**src/rtl/tsp_pkg.sv**
```systemverilog
// ----------------------------------------------------------------------------
// tsp_pkg
// shared widths, codes and types of the trapezoid speed profile block
// ----------------------------------------------------------------------------
package tsp_pkg;

    localparam int SPEED_W    = 14;
    localparam int CORR_W     = 10;
    localparam int ANGLE_W    = 24;
    localparam int PID_W      = 21;
    localparam int TARGET_W   = 13;
    localparam int STEP_W     = 8;
    localparam int GAIN_W     = 4;
    localparam int BRAKE_W    = 12;
    localparam int CFG_DATA_W = 24;
    localparam int CFG_IDX_W  = 3;

    // move phases
    localparam logic [1:0] PH_ACCEL  = 2'd0;
    localparam logic [1:0] PH_CRUISE = 2'd1;
    localparam logic [1:0] PH_DECEL  = 2'd2;
    localparam logic [1:0] PH_DONE   = 2'd3;

    // item opcodes
    localparam logic OP_START = 1'b0;
    localparam logic OP_TICK  = 1'b1;

    // register indexes
    localparam logic [CFG_IDX_W-1:0] REG_TARGET_SPEED   = 3'd0;
    localparam logic [CFG_IDX_W-1:0] REG_ACCEL_STEP     = 3'd1;
    localparam logic [CFG_IDX_W-1:0] REG_DECEL_STEP     = 3'd2;
    localparam logic [CFG_IDX_W-1:0] REG_ACCEL_END      = 3'd3;
    localparam logic [CFG_IDX_W-1:0] REG_DECEL_START    = 3'd4;
    localparam logic [CFG_IDX_W-1:0] REG_STOP_ANGLE     = 3'd5;
    localparam logic [CFG_IDX_W-1:0] REG_GAIN           = 3'd6;
    localparam logic [CFG_IDX_W-1:0] REG_APPROACH_SPEED = 3'd7;

    localparam logic [GAIN_W-1:0]  GAIN_RESET  = 4'd5;
    localparam logic [BRAKE_W-1:0] BRAKE_RESET = 12'd700;
    localparam int                 CORR_LIMIT  = 500;

    typedef struct packed {
        logic signed [TARGET_W-1:0] target_speed;
        logic [STEP_W-1:0]          accel_step;
        logic [STEP_W-1:0]          decel_step;
        logic signed [ANGLE_W-1:0]  accel_end_angle;
        logic signed [ANGLE_W-1:0]  decel_start_angle;
        logic signed [ANGLE_W-1:0]  stop_angle;
        logic [GAIN_W-1:0]          correction_gain;
        logic [BRAKE_W-1:0]         approach_speed;
    } cfg_t;

    typedef struct packed {
        logic                      emit;
        logic                      stop;
        logic signed [SPEED_W-1:0] x_speed;
        logic signed [CORR_W-1:0]  corr;
        logic [1:0]                phase;
        logic signed [SPEED_W-1:0] ramp_next;
        logic [1:0]                phase_next;
    } upd_t;

endpackage

```
**src/rtl/tsp_cfg_regs.sv**
```systemverilog
// ----------------------------------------------------------------------------
// tsp_cfg_regs
// configuration register file, written through a plain write port
// ----------------------------------------------------------------------------
module tsp_cfg_regs
    import tsp_pkg::*;
(
    input  logic                  aclk,
    input  logic                  aresetn,
    input  logic                  cfg_wr_en,
    input  logic [CFG_IDX_W-1:0]  cfg_index,
    input  logic [CFG_DATA_W-1:0] cfg_wdata,
    output cfg_t                  cfg
);

    cfg_t cfg_reg;

    always_ff @(posedge aclk) begin
        if (!aresetn) begin
            cfg_reg.target_speed      <= '0;
            cfg_reg.accel_step        <= '0;
            cfg_reg.decel_step        <= '0;
            cfg_reg.accel_end_angle   <= '0;
            cfg_reg.decel_start_angle <= '0;
            cfg_reg.stop_angle        <= '0;
            cfg_reg.correction_gain   <= GAIN_RESET;
            cfg_reg.approach_speed    <= BRAKE_RESET;
        end else if (cfg_wr_en) begin
            unique case (cfg_index)
                REG_TARGET_SPEED:   cfg_reg.target_speed      <= $signed(cfg_wdata[TARGET_W-1:0]);
                REG_ACCEL_STEP:     cfg_reg.accel_step        <= cfg_wdata[STEP_W-1:0];
                REG_DECEL_STEP:     cfg_reg.decel_step        <= cfg_wdata[STEP_W-1:0];
                REG_ACCEL_END:      cfg_reg.accel_end_angle   <= $signed(cfg_wdata[ANGLE_W-1:0]);
                REG_DECEL_START:    cfg_reg.decel_start_angle <= $signed(cfg_wdata[ANGLE_W-1:0]);
                REG_STOP_ANGLE:     cfg_reg.stop_angle        <= $signed(cfg_wdata[ANGLE_W-1:0]);
                REG_GAIN:           cfg_reg.correction_gain   <= cfg_wdata[GAIN_W-1:0];
                REG_APPROACH_SPEED: cfg_reg.approach_speed    <= cfg_wdata[BRAKE_W-1:0];
            endcase
        end
    end

    assign cfg = cfg_reg;

endmodule

```
**src/rtl/tsp_update.sv**
```systemverilog
// ----------------------------------------------------------------------------
// tsp_update
// single-pass update: ramp step, heading correction and phase advance
// ----------------------------------------------------------------------------
module tsp_update
    import tsp_pkg::*;
(
    input  cfg_t                      cfg,
    input  logic                      op,
    input  logic signed [ANGLE_W-1:0] rotated_angle,
    input  logic signed [PID_W-1:0]   pid_value,
    input  logic signed [SPEED_W-1:0] ramp_speed,
    input  logic [1:0]                move_phase,
    output upd_t                      upd
);

    localparam int WIDE_W = SPEED_W + 1;
    localparam int PROD_W = PID_W + GAIN_W + 1;

    logic signed [WIDE_W-1:0] ramp_w;
    logic signed [WIDE_W-1:0] target_w;
    logic signed [WIDE_W-1:0] brake_w;
    logic signed [WIDE_W-1:0] acc_w;
    logic signed [WIDE_W-1:0] dec_w;
    logic signed [WIDE_W-1:0] ramp_new;
    logic                     tgt_pos;
    logic signed [PROD_W-1:0] prod;
    logic signed [PROD_W-1:0] biased;
    logic signed [PROD_W-1:0] quot;
    logic signed [CORR_W-1:0] corr;
    logic                     tick;

    assign ramp_w   = WIDE_W'(ramp_speed);
    assign target_w = WIDE_W'(cfg.target_speed);
    assign brake_w  = $signed({{(WIDE_W-BRAKE_W){1'b0}}, cfg.approach_speed});
    assign acc_w    = $signed({{(WIDE_W-STEP_W){1'b0}}, cfg.accel_step});
    assign dec_w    = $signed({{(WIDE_W-STEP_W){1'b0}}, cfg.decel_step});
    assign tgt_pos  = !cfg.target_speed[TARGET_W-1];

    always_comb begin
        ramp_new = ramp_w;
        unique case (move_phase)
            PH_ACCEL: begin
                if (tgt_pos) begin
                    ramp_new = (ramp_w < target_w) ? ramp_w + acc_w : target_w;
                end else begin
                    ramp_new = (ramp_w > target_w) ? ramp_w - acc_w : target_w;
                end
            end
            PH_DECEL: begin
                if (tgt_pos) begin
                    ramp_new = (ramp_w > brake_w) ? ramp_w - dec_w : brake_w;
                end else begin
                    ramp_new = (ramp_w < -brake_w) ? ramp_w + dec_w : -brake_w;
                end
            end
            default: ramp_new = ramp_w;
        endcase
    end

    // gain times pid, divided by 16 rounding toward zero, then clamped
    assign prod   = $signed({1'b0, cfg.correction_gain}) * pid_value;
    assign biased = prod[PROD_W-1] ? prod + PROD_W'(15) : prod;
    assign quot   = biased >>> 4;

    always_comb begin
        if (quot > PROD_W'(CORR_LIMIT)) begin
            corr = CORR_W'(CORR_LIMIT);
        end else if (quot < -PROD_W'(CORR_LIMIT)) begin
            corr = -CORR_W'(CORR_LIMIT);
        end else begin
            corr = quot[CORR_W-1:0];
        end
    end

    assign tick = (op == OP_TICK) && (move_phase != PH_DONE);

    always_comb begin
        upd.emit       = tick;
        upd.stop       = 1'b0;
        upd.x_speed    = ramp_new[SPEED_W-1:0];
        upd.corr       = corr;
        upd.phase      = move_phase;
        upd.ramp_next  = ramp_speed;
        upd.phase_next = move_phase;
        if (op == OP_START) begin
            upd.ramp_next  = '0;
            upd.phase_next = PH_ACCEL;
        end else if (tick) begin
            upd.ramp_next = ramp_new[SPEED_W-1:0];
            unique case (move_phase)
                PH_ACCEL: begin
                    if (rotated_angle >= cfg.accel_end_angle) upd.phase_next = PH_CRUISE;
                end
                PH_CRUISE: begin
                    if (rotated_angle >= cfg.decel_start_angle) upd.phase_next = PH_DECEL;
                end
                default: begin
                    if (rotated_angle >= cfg.stop_angle) begin
                        upd.phase_next = PH_DONE;
                        upd.stop       = 1'b1;
                    end
                end
            endcase
        end
    end

endmodule

```
**src/rtl/trapezoid_speed_profile.sv**
```systemverilog
// ----------------------------------------------------------------------------
// trapezoid_speed_profile
// trapezoidal speed profile with clamped heading correction for a straight move
// ----------------------------------------------------------------------------
// a result transaction passes the input register and then the output register
// throughput: one input transaction per cycle while the result side keeps ready high;
// the stop tick yields two results and holds the input off while the zero command
// is owed, the zero command being offered as soon as the first result is taken
// reset (aresetn low, synchronous): channels empty, speed 0, phase done, registers
// at their defaults (gain 5, approach speed 700, all others 0)
module trapezoid_speed_profile
    import tsp_pkg::*;
(
    input  logic                         aclk,
    input  logic                         aresetn,

    // configuration write port
    input  logic                         cfg_wr_en,
    input  logic [CFG_IDX_W-1:0]         cfg_index,
    input  logic [CFG_DATA_W-1:0]        cfg_wdata,

    // input channel
    input  logic                         s_valid,
    output logic                         s_ready,
    input  logic                         s_op,
    input  logic signed [ANGLE_W-1:0]    s_rotated_angle,
    input  logic signed [PID_W-1:0]      s_pid_value,

    // result channel
    output logic                         m_valid,
    input  logic                         m_ready,
    output logic signed [SPEED_W-1:0]    m_x_speed,
    output logic signed [CORR_W-1:0]     m_heading_correction,
    output logic [1:0]                   m_phase,
    output logic                         m_last
);

    cfg_t cfg;
    upd_t upd;

    // input register
    logic                      in_valid_reg;
    logic                      in_op_reg;
    logic signed [ANGLE_W-1:0] in_angle_reg;
    logic signed [PID_W-1:0]   in_pid_reg;

    // move state
    logic signed [SPEED_W-1:0] ramp_reg;
    logic [1:0]                phase_reg;

    // output register, plus a flag for the trailing zero command
    logic                      m_valid_reg;
    logic                      pend_reg;
    logic signed [SPEED_W-1:0] m_x_speed_reg;
    logic signed [CORR_W-1:0]  m_corr_reg;
    logic [1:0]                m_phase_reg;
    logic                      m_last_reg;

    logic out_free;
    logic consume;

    tsp_cfg_regs u_cfg (
        .aclk      (aclk),
        .aresetn   (aresetn),
        .cfg_wr_en (cfg_wr_en),
        .cfg_index (cfg_index),
        .cfg_wdata (cfg_wdata),
        .cfg       (cfg)
    );

    tsp_update u_update (
        .cfg           (cfg),
        .op            (in_op_reg),
        .rotated_angle (in_angle_reg),
        .pid_value     (in_pid_reg),
        .ramp_speed    (ramp_reg),
        .move_phase    (phase_reg),
        .upd           (upd)
    );

    // the output register can take a new result when empty, or when its
    // current transaction completes and no zero command is owed
    assign out_free = !m_valid_reg || (m_ready && !pend_reg);
    assign consume  = in_valid_reg && out_free;
    assign s_ready  = !in_valid_reg || consume;

    // input register
    always_ff @(posedge aclk) begin
        if (!aresetn) begin
            in_valid_reg <= 1'b0;
        end else if (s_ready) begin
            in_valid_reg <= s_valid;
        end
    end

    always_ff @(posedge aclk) begin
        if (s_valid && s_ready) begin
            in_op_reg    <= s_op;
            in_angle_reg <= s_rotated_angle;
            in_pid_reg   <= s_pid_value;
        end
    end

    // move state follows every consumed item
    always_ff @(posedge aclk) begin
        if (!aresetn) begin
            ramp_reg  <= '0;
            phase_reg <= PH_DONE;
        end else if (consume) begin
            ramp_reg  <= upd.ramp_next;
            phase_reg <= upd.phase_next;
        end
    end

    // output control
    always_ff @(posedge aclk) begin
        if (!aresetn) begin
            m_valid_reg <= 1'b0;
            pend_reg    <= 1'b0;
        end else begin
            priority if (consume && upd.emit) begin
                m_valid_reg <= 1'b1;
                pend_reg    <= upd.stop;
            end else if (m_valid_reg && m_ready) begin
                // a pending zero command replaces the decelerate command
                m_valid_reg <= pend_reg;
                pend_reg    <= 1'b0;
            end else begin
                m_valid_reg <= m_valid_reg;
                pend_reg    <= pend_reg;
            end
        end
    end

    // output payload
    always_ff @(posedge aclk) begin
        priority if (consume && upd.emit) begin
            m_x_speed_reg <= upd.x_speed;
            m_corr_reg    <= upd.corr;
            m_phase_reg   <= upd.phase;
            m_last_reg    <= !upd.stop;
        end else if (m_valid_reg && m_ready && pend_reg) begin
            m_x_speed_reg <= '0;
            m_corr_reg    <= '0;
            m_phase_reg   <= PH_DONE;
            m_last_reg    <= 1'b1;
        end else begin
            m_x_speed_reg <= m_x_speed_reg;
            m_corr_reg    <= m_corr_reg;
            m_phase_reg   <= m_phase_reg;
            m_last_reg    <= m_last_reg;
        end
    end

    assign m_valid              = m_valid_reg;
    assign m_x_speed            = m_x_speed_reg;
    assign m_heading_correction = m_corr_reg;
    assign m_phase              = m_phase_reg;
    assign m_last               = m_last_reg;

    // a pending zero command always sits behind a shown decelerate command
    assert property (@(posedge aclk) disable iff (!aresetn)
        pend_reg |-> (m_valid_reg && m_phase_reg == PH_DECEL && !m_last_reg))
        else $error("zero command pending without a decelerate result");

    // a result that is not last always has its zero command owed
    assert property (@(posedge aclk) disable iff (!aresetn)
        (m_valid_reg && !m_last_reg) |-> pend_reg)
        else $error("non-last result without a following zero command");

    // the stop tick leaves the move done
    assert property (@(posedge aclk) disable iff (!aresetn)
        (consume && upd.stop) |=> (phase_reg == PH_DONE && pend_reg))
        else $error("stop tick did not end the move");

    // nothing is consumed while a zero command still waits
    assert property (@(posedge aclk) disable iff (!aresetn)
        pend_reg |-> !consume)
        else $error("item consumed while a zero command is owed");

endmodule

```
**config.mk**
```make
export PLATFORM = sky130hd
export DESIGN_NAME = trapezoid_speed_profile
export DESIGN_NICKNAME = d
export VERILOG_FILES = /design/src/rtl/tsp_pkg.sv /design/src/rtl/tsp_cfg_regs.sv /design/src/rtl/tsp_update.sv /design/src/rtl/trapezoid_speed_profile.sv
export SDC_FILE = /design/constraint.sdc
export NUM_CORES = 1
export LEC_CHECK = 0
export BUFFER_PORTS_ARGS = -buffer_cell sky130_fd_sc_hd__buf_2
export CAP_MARGIN = 40
export CELL_PAD_IN_SITES_DETAIL_PLACEMENT = 0
export CELL_PAD_IN_SITES_GLOBAL_PLACEMENT = 1
export CORE_AREA = 2 2 142 247
export DETAILED_ROUTE_END_ITERATION = 6
export DIE_AREA = 0 0 144 249
export PLACE_DENSITY_LB_ADDON = 0.1
export REMOVE_ABC_BUFFERS = 1
export SETUP_SLACK_MARGIN = 0.15
export SYNTH_ARGS = -nofsm -noshare
export SYNTH_HDL_FRONTEND = slang
export SYNTH_SLANG_ARGS = --single-unit
export TNS_END_PERCENT = 100
```
**constraint.sdc**
```tcl
create_clock -name aclk -period 10.47 [get_ports aclk]
set_input_delay 1.047 -clock aclk [delete_from_list [all_inputs] [get_ports aclk]]
set_output_delay 1.047 -clock aclk [all_outputs]
set_load 0.03 [all_outputs]
```
==> metrics.txt <==
met3 GRT Util 0.0271; drt first-iter violations 674; Crit. End Element register; share of power burned in combinational logic 0.297; relative slew slack 0.419; Critical Path RT 10.83 ns; Post-Syn Area 17000 sq um; Reg clk slew, reported paths 0.07 ns; clk buf depth 3; Largest stage delay, worst path 0.70 ns; Post-Synth XOR/XNOR Area 0.0289; Worst Setup Slack, final 4.25 ns; CTS Buf Count 21; largest net degree at the start of global routing 71; die height 249 microns; EDFF count, synth 73; Setup WS pre-CTS 4.33 ns; # port buffers 106; Crit-path slowest cell dfxtp_1; Final setup viols 0; post-CTS setup buffers 0; Reg power frac 0.383; Core ar. 33700 sq um; Hold Vio Cnt, Final 0; Pint 1530 uW; vias in the first global route 14800; Cells after Synth 2068; sequential cell area 4910 sq um; Worst Hold Class register to register; top-level I/O count 107; Starting Density 0.504; Max Clock Skew 0.0365 ns; Synth Area per Inst 8.22 sq um; Critical Path Source Type register; leading cell type in the layout, fill and taps excluded nand2_1; max-slew violations 0; cell breakdown of the critical path and2_1 > ha_1 > fa_1 > inv_1 > fa_1 > inv_1 > ha_1 > a21oi_1 > o21ai_0 > a2111oi_0 > o211ai_1 > xor2_1 > and4_1 > and4b_1 > mux2i_1 > nand4_1 > a211oi_1; post-layout instance area 18700 sq um; Simple-Gate Fraction of Synth Area 0.199; adder-cell share of the synthesized area 0.199; initial antenna violation count 1; Top FF cell, synth dfxtp_1; Top Usage Layer GRT met2; fin cells 2612; post-placement cell area 18000 sq um; CP arrival 6.59 ns; most frequent cells in the layout 336 x nand2_1, 229 x inv_1, 207 x a21oi_1; Netlist cell types 88; drt total wl 48800 microns; first-pass GRT wire length 77400 microns; TritonCTS sink count 209; Tightest Pin Transition 0.871 ns; LEAKAGE 0.00765 uW; Compound-Gate Fraction of Synth Area 0.200; Async SR Flop Fraction 0; Yosys warnings 0; sequential fraction of the synthesis area 0.289; Final Wtd Congestion 0.903; GRT Residual Overflow 0; status complete, no violations; minimum clock period 6.22 ns; NumNets Final 2462; CP max FO 22; Yosys reg bits 209; full die area 35900 sq um; max reg flops 117; CP delay by family, top adder cells; FP Rows 89; setup TNS 0 ns; vias 14800; post-CTS sizing 0; VDD IR-drop max 0.126 mV; RSZ-0062 raised after global routing false; share of layout cells above drive strength 1 0.0978; placed cells 2574; Ant. Diodes 0; largest family of logic cells by synthesized area compound AO/OA/AOI/OAI gates; CTS tree done; CP bufs+invs 2; Psw 804 uW; Tot GR Track Use 0.275; area grow syn2layout 9.90%; Root Driver clkbuf_16; pwr dens 125 nW/um^2; fin crit share 0.595; placed wire-length estimate 38300 microns; worst skew pair latency 0.54 ns; routing usage on met1 0.303; hold buffers post-CTS 0; Die Width 144 microns; routing usage on met2 0.516; mux cell area share after synthesis 0.0146; Tot Pwr 2340 uW; Post-DRT Antenna Nets 0; critical path class register to register; FMAX 0.161 GHz; First-pass DRT Iterations 7; Routed wire per std cell 18.7 microns; H-Tree Depth 1; Residual DRC 0; vias per std cell 5.68; max-cap check violation count 0; sw frac 0.344; area of the multi-input gates 10900 sq um; filler cell count 3283; Clk pwr share 0.320
-- layer usage --
layer / vias up / part of all wire
met3: 118 / 0.036
met2: 360 / 0.52
met1: 7004 / 0.39
met4: 2 / 0.050
met5: - / 0.00014
li1: 7342 / -
-- power by group through the flow --
stage / logic, uW / clock network (uW) / registers (uW)
3_5_place_dp: 688 / 0 / 913
6_report: 695 / 748 / 895
3_3_place_gp: 681 / 0 / 912
4_1_cts: 693 / 766 / 894
5_1_grt: 774 / 788 / 898
2_1_floorplan: 490 / 0 / 908
-- cells in the mapped netlist (all sizes together) (18+ instances only) --
master	number	area [sq um]
inv	230	863
fa	47	941
xnor2	35	307
a21o	34	255
o21ai	72	364
a211oi	22	183
nand2	336	1260
mux2i	18	180
nor2b	29	181
ha	195	2440
o211ai	24	180
nand3	29	155
xor2	21	184
nand4	34	213
nor2	88	330
clkbuf	68	255
dfxtp	136	2720
nor3	38	195
and2	74	463
a21oi	211	1070
o21a	22	165
edfxtp	73	2190
-- logic make-up (layout without fill, tap and decap cells) --
logic type | count (synthesis) | count (layout)
buffers and inverters | 310 | 399
multiplexers | 24 | 24
AND/OR/NAND/NOR | 708 | 708
adder cells (fa/ha/maj) | 242 | 242
XOR/XNOR | 56 | 56
flip-flops | 209 | 209
AO/OA/AOI/OAI | 519 | 519
-- metrics by stage --
step	hold slack, ns	util
floorplan	0.436	-
global placement	0.442	0.532
detailed placement	0.446	0.534
CTS	0.455	0.554
global route	0.466	0.554
finish	0.453	0.554
-- final timing paths --
kind	startpoint	endpoint	cells after the start	slack, ns
min	u_cfg.cfg[33]	u_cfg.cfg[33]	2	0.45
min reg2reg	u_cfg.cfg[33]	u_cfg.cfg[33]	2	0.45
max reg2reg	u_cfg.cfg[15]	m_heading_correction[1]	17	4.25
max	u_cfg.cfg[15]	m_heading_correction[1]	17	4.25
-- final cells by class --
| class | instances | area share |
|---|---|---|
| clock buffers | 27 | 0.0305 |
| flip-flops and latches | 209 | 0.263 |
| inverters | 232 | 0.0467 |
| repair buffers | 129 | 0.0394 |
| clock inverters | 11 | 0.00482 |
| well taps | 455 | 0.0305 |
| multi-input cells | 1549 | 0.585 |
-- worst reg2reg max path, cell delays in order (launching register included) --
cell,delay (ns)
dfxtp_1,0.70
and2_1,0.22
ha_1,0.24
fa_1,0.54
inv_1,0.05
fa_1,0.54
inv_1,0.04
ha_1,0.36
a21oi_1,0.27
o21ai_0,0.26
a2111oi_0,0.52
o211ai_1,0.15
xor2_1,0.70
and4_1,0.40
and4b_1,0.23
mux2i_1,0.41
nand4_1,0.18
a211oi_1,0.25
Power figures use the tool's default switching activity.
